`config.mk`:
```
export PLATFORM = sky130hd
export DESIGN_NAME = kti_div
export DESIGN_NICKNAME = d
export VERILOG_FILES = /design/src/rtl/core/kti_div.sv
export SDC_FILE = /design/constraint.sdc
export NUM_CORES = 1
export LEC_CHECK = 0
export ABC_AREA = 1
export CAP_MARGIN = 30
export CORE_MARGIN = 2
export CORE_UTILIZATION = 65
export DETAILED_ROUTE_END_ITERATION = 8
export DONT_BUFFER_PORTS = 1
export PLACE_DENSITY = 0.92
export SLEW_MARGIN = 20
export SYNTH_ARGS = -nofsm -noshare
export SYNTH_HDL_FRONTEND = slang
export SYNTH_SLANG_ARGS = --single-unit
export TNS_END_PERCENT = 100
```
`constraint.sdc`:
```
create_clock -name clk -period 3.9 [get_ports clk]
set_clock_uncertainty 0.2 [all_clocks]
set_input_delay 0.39 -clock clk [delete_from_list [all_inputs] [get_ports clk]]
set_output_delay 0.39 -clock clk [all_outputs]
set_load 0.03 [all_outputs]
```
`src/rtl/core/kti_div.sv`:
```
// Bit-serial signed divider, 32 by 16, truncating, quotient saturated to 16 bits.
module kti_div (
  input  logic               clk,
  input  logic               rst_n,
  input  logic               start,
  input  logic signed [31:0] num,
  input  logic signed [15:0] den,
  output logic               done,
  output logic signed [15:0] quo
);
  logic [31:0] sh_r;
  logic [16:0] rem_r;
  logic [15:0] den_r;
  logic        neg_r;
  logic        dz_r;
  logic        busy_r;
  logic        done_r;
  logic [4:0]  cnt_r;
  logic [16:0] rem_sh;
  logic        ge;

  // one quotient bit per cycle
  assign rem_sh = {rem_r[15:0], sh_r[31]};
  assign ge     = rem_sh >= {1'b0, den_r};

  always_ff @(posedge clk) begin
    if (!rst_n) begin
      busy_r <= 1'b0;
      done_r <= 1'b0;
      cnt_r  <= '0;
    end else begin
      done_r <= 1'b0;
      if (start) begin
        busy_r <= 1'b1;
        cnt_r  <= '0;
      end else if (busy_r) begin
        cnt_r <= cnt_r + 5'd1;
        if (cnt_r == 5'd31) begin
          busy_r <= 1'b0;
          done_r <= 1'b1;
        end
      end
    end
  end

  always_ff @(posedge clk) begin
    if (start) begin
      sh_r  <= num[31] ? 32'(-num) : num;
      den_r <= den[15] ? 16'(-den) : den;
      rem_r <= '0;
      neg_r <= num[31] ^ den[15];
      dz_r  <= (den == 16'sd0);
    end else if (busy_r) begin
      rem_r <= ge ? (rem_sh - {1'b0, den_r}) : rem_sh;
      sh_r  <= {sh_r[30:0], ge};
    end
  end

  // sign and saturation
  always_comb begin
    if (dz_r) begin
      quo = '0;
    end else if (!neg_r) begin
      quo = (sh_r > 32'd32767) ? 16'sh7FFF : sh_r[15:0];
    end else begin
      quo = (sh_r > 32'd32768) ? 16'sh8000 : 16'(-sh_r[15:0]);
    end
  end

  assign done = done_r;

endmodule

```
Word-level counts from Yosys, hierarchy flattened
Index checks and enable logic that the tools add are counted.

word-level totals
  register bits = 73
  input port bits = 51
  output and inout bits = 17
  logic and storage cells = 38

cells by class
  add/sub/neg operators = 5
  magnitude comparators = 3
  equality and inequality tests = 1
  mux-type cells = 13
  bitwise gates (word level) = 3
  reduce and logical (&&, ||, !) cells = 4

operators by type and width
  operator                                                         number
  2-to-1 mux 32 bit                                                3
  2-to-1 mux 16 bit                                                5
  greater-than comparator 32 x 15 -> 1 bit, second input constant  1
  greater-than comparator 32 x 16 -> 1 bit, second input constant  1
  negation 16 bit                                                  2
  negation 32 bit                                                  1
  greater-or-equal comparator 17 x 16 -> 1 bit                     1
  logical NOT 16 bit                                               1
  subtractor 16 bit                                                1
  2-to-1 mux 15 bit                                                1
  adder 5 x 1 -> 5 bit, second input constant                      1
  equality test 5 bit, second input constant                       1
  2-to-1 mux 1 bit                                                 4
  OR reduction 3 bit                                               1
  inverter 1 bit                                                   2
  nonzero test 2 bit                                               1
  OR reduction 2 bit                                               1
  XOR 1 bit                                                        1

Depth between registers and ports, before layout
  depth in word-level cells = 4
  mapped depth = 14
  gate-level depth less buffers = 14

Worst setup path after synthesis
No wires, ideal clock.

  path kind = flip-flop to output port
  from = register sh_r[0]
  to = output port quo[0]
  data arrival time = 1.857 ns
  required time = 3.310 ns
  path slack = 1.453 ns
  cell stages (with the launch flop) = 11
  buffers on the path = 0
  cells stage by stage = edfxtp_1 inv_1 ha_1 nand2_1 nor2_2 nand2_1 nor3_2 nand3_1 nand3_2 nand2_4 a21oi_1

on the way
  word-level cells in the longest chain between the ends = 4
  elaborated cells on any way between the ends = 7
  those cells by class = 1 x add/sub; 2 x order compare; 4 x mux

ends and longest elaborated chain
  item                                                                    RTL line  RTL
  from (decl)                                                             11        logic [31:0] sh_r;
  from (signal assigned)                                                  48        sh_r <= num[31] ? 32'(-num) : num;
  from (signal assigned)                                                  55        sh_r <= {sh_r[30:0], ge};
  greater-than comparator 32 x 15 -> 1 bit, or another cell as far along  64        quo = (sh_r > 32'd32767) ? 16'sh7FFF : sh_r[15:0];
  2-to-1 mux 16 bit, on equally long branches                             64, 66
  2-to-1 mux 16 bit *                                                     63        end else if (!neg_r) begin
  2-to-1 mux 16 bit *                                                     61        if (dz_r) begin
  to (decl)                                                               9         output logic signed [15:0] quo

Every way passes the cells marked *; elsewhere a longest branch is shown, timed or not.

Final worst setup path
  from = register sh_r[0]
  to = output port quo[7]

The elaborated chain is that of the path after synthesis.

==> results.cfg <==
[placed_design]
portBuffers = 0
gp_congestion = 0.9795
hpwl_mm = 10.60
dp_cells = 983
placed_area_um2 = 6000
dp_slack_ns = 1.204

[logic_synthesis]
async_reset_ff_frac = 0
synthesis.nets = 964
avgSynthCellArea_um2 = 6.672
synth_edf_count = 50
yosysUniqueCellTypes = 40
synth_flop_cell = edfxtp_1
syn_inst = 891
syn_area_um2 = 5944
ys_seq_area_frac = 0.3300
synth_seq_cells = 73
yosysWarnings = 0

[die]
core_area_um2 = 8806
ios = 68
start_util = 0.6750
die_h_um = 99.63
fp-row-count = 34
dieArea_um2 = 9926
die_w_um = 99.63

[grt]
grt_usage = 0.3021
grt_pass1_wl_mm = 24.13
antenna_found_initial = 0
grt_pass1_vias = 5290
overflow = 0
grt_max_degree = 47

[worst_setup_path]
cp.required_ns = 3.31
crit_path_start_kind = flop
worst-setup-path-type = flop to output port
cp-end-kind = output port
worstPathArrival_ns = 2.52
worst-path-max-fanout = 8

[detailed_routing]
viasPerCell = 5.638
drt-wirelength-per-cell_um = 14.38
drcViolationCount = 0
postRouteAntennaNets = 0
firstDrtPassIters = 5
drt_iter0_markers = 507
drt-total-wl_mm = 14.41
vias = 5649

[timing]
timing.final.crit_share = 0.7962
finalSetupViolations = 0
min_period_ns = 3.105
setup_ws_ns = 0.7949
rsz0062_at_grt = no
finalHoldViolCount = 0
fmax_ghz = 0.3221
maxSlewViolCount = 0
setup_tns_ns = 0
slew-limit-headroom = 0.4353
worst_pin_slew_ns = 0.8443

[cts]
clock-sinks = 73
ctsResizeCount = 0
cts-buffers-inserted = 9
cts_tree = yes
clockBufferDepth = 2
cts-root-buf = clkbuf_8
clk_latency_ns = 0.37
path_clk_slew_ns = 0.08
cts_max_level = 3

[layout]
ff_latch_area_um2 = 1962
diodes = 0
fin_cells = 1002
multi_input_area_um2 = 3369
fin_area_um2 = 6274
final_cell_mix = nand2_1 (256), inv_1 (126), nor2_1 (111)
mostFrequentLayoutCell = nand2_1
drive_gt1_frac = 0.05369
area_delta_synth_final_pct = 5.536
fill_cells = 686
fin_nets = 962

[power]
p_leak_nw = 3.057
power_density_nw_per_um2 = 336.5
peakVddDrop_v = 0.0001707

[flow_run]
drv_cap = 0

[hold_path]
hp-class = input port to flop

[outcome]
status = completed
registers in the layout, summed over array words and instances, names as in the netlist:
| register | cells |
|---|---|
| sh_r | 32 |
| rem_r | 16 |
| busy_r | 1 |
| neg_r | 1 |
| dz_r | 1 |
| den_r | 16 |
| cnt_r | 5 |
| done | 1 |
power breakdown:
group	total (mW)	leakage, nW	internal (mW)	switching, mW
Combinational	0.425	2.25	0.134	0.290
Sequential	0.950	0.689	0.904	0.0458
Clock	0.737	0.121	0.430	0.307
Total	2.11	3.06	1.47	0.643
path summary, 6_finish.rpt:
path | to | slack (ns) | depth (start not counted) | from
max | quo[7] | 0.79 | 10 | sh_r[0]$_DFFE_PP_
min | busy_r$_SDFF_PN0_ | 0.001 | 2 | rst_n
max reg2reg | sh_r[0]$_DFFE_PP_ | 1.54 | 9 | den_r[14]$_DFFE_PP_
min reg2reg | rem_r[14]$_SDFFE_PP0P_ | 0.27 | 2 | rem_r[14]$_SDFFE_PP0P_
timing repair:
item	4_1_cts	5_1_grt
hold buffers	3	0
setup buffers	0	0
endpoints found under the hold margin	20	0
critical path, stage by stage (launching register included):
cell and delay (ns):
edfxtp_1 0.37, inv_1 0.16, ha_1 0.19, nand2_1 0.07, nor2_2 0.14, nand2_1 0.13
nor3_2 0.16, nand3_1 0.15, nand3_2 0.16, nand2_4 0.09, a21oi_1 0.53
kinds of logic (layout without fill, tap and decap cells):
kind of cell,count (synthesis),after routing,synth area share
DFF,73,73,0.3300
buffers and inverters,155,158,0.1031
and+or+nand+nor,505,505,0.3696
xor gates and xnor gates,45,45,0.06630
adders and majority gates,22,22,0.04757
AOI/OAI and AO/OA,91,91,0.08335
cell type report:
cell class | instances | share of cell area
Clock buffer | 10 | 0.02034
Clock inverter | 6 | 0.01855
Inverter | 136 | 0.08137
Multi-Input combinational cell | 663 | 0.5371
Sequential cell | 73 | 0.3127
Tap cell | 108 | 0.02154
Timing Repair Buffer | 6 | 0.008377
cell usage after synthesis (9+ instances only):
cell type,n,area share
nand2_1,256,0.16
inv_1,126,0.080
nor2_1,111,0.070
nand3_1,81,0.068
edfxtp_1,50,0.25
o21ai_0,47,0.040
xor2_1,36,0.053
dfxtp_1,23,0.077
ha_1,21,0.044
a21oi_1,18,0.015
nand4_1,15,0.016
nor3_1,13,0.011
clkbuf_1,12,0.0076
a31oi_1,10,0.011
xnor2_1,9,0.013
metrics by stage:
step	power (mW)	utilization	hold WS [ns]
after floorplan	1.290	-	0.2423
after global placement	1.358	0.6813	0.2559
after detailed placement	1.371	0.6813	0.2577
after CTS	2.102	0.7124	0.003071
after global routing	2.199	0.7124	0.003852
final	2.111	0.7124	0.001067
metal layers:
| layer | global-route usage | vias to the layer above | share of wire |
|---|---|---|---|
| met3 | 0.05200 | 38 | 0.078 |
| li1 | - | 2854 | - |
| met5 | 0 | - | 0 |
| met2 | 0.4995 | 249 | 0.48 |
| met1 | 0.3905 | 2508 | 0.42 |
| met4 | 0.1328 | 0 | 0.029 |
(Power assumes the default switching activity.)
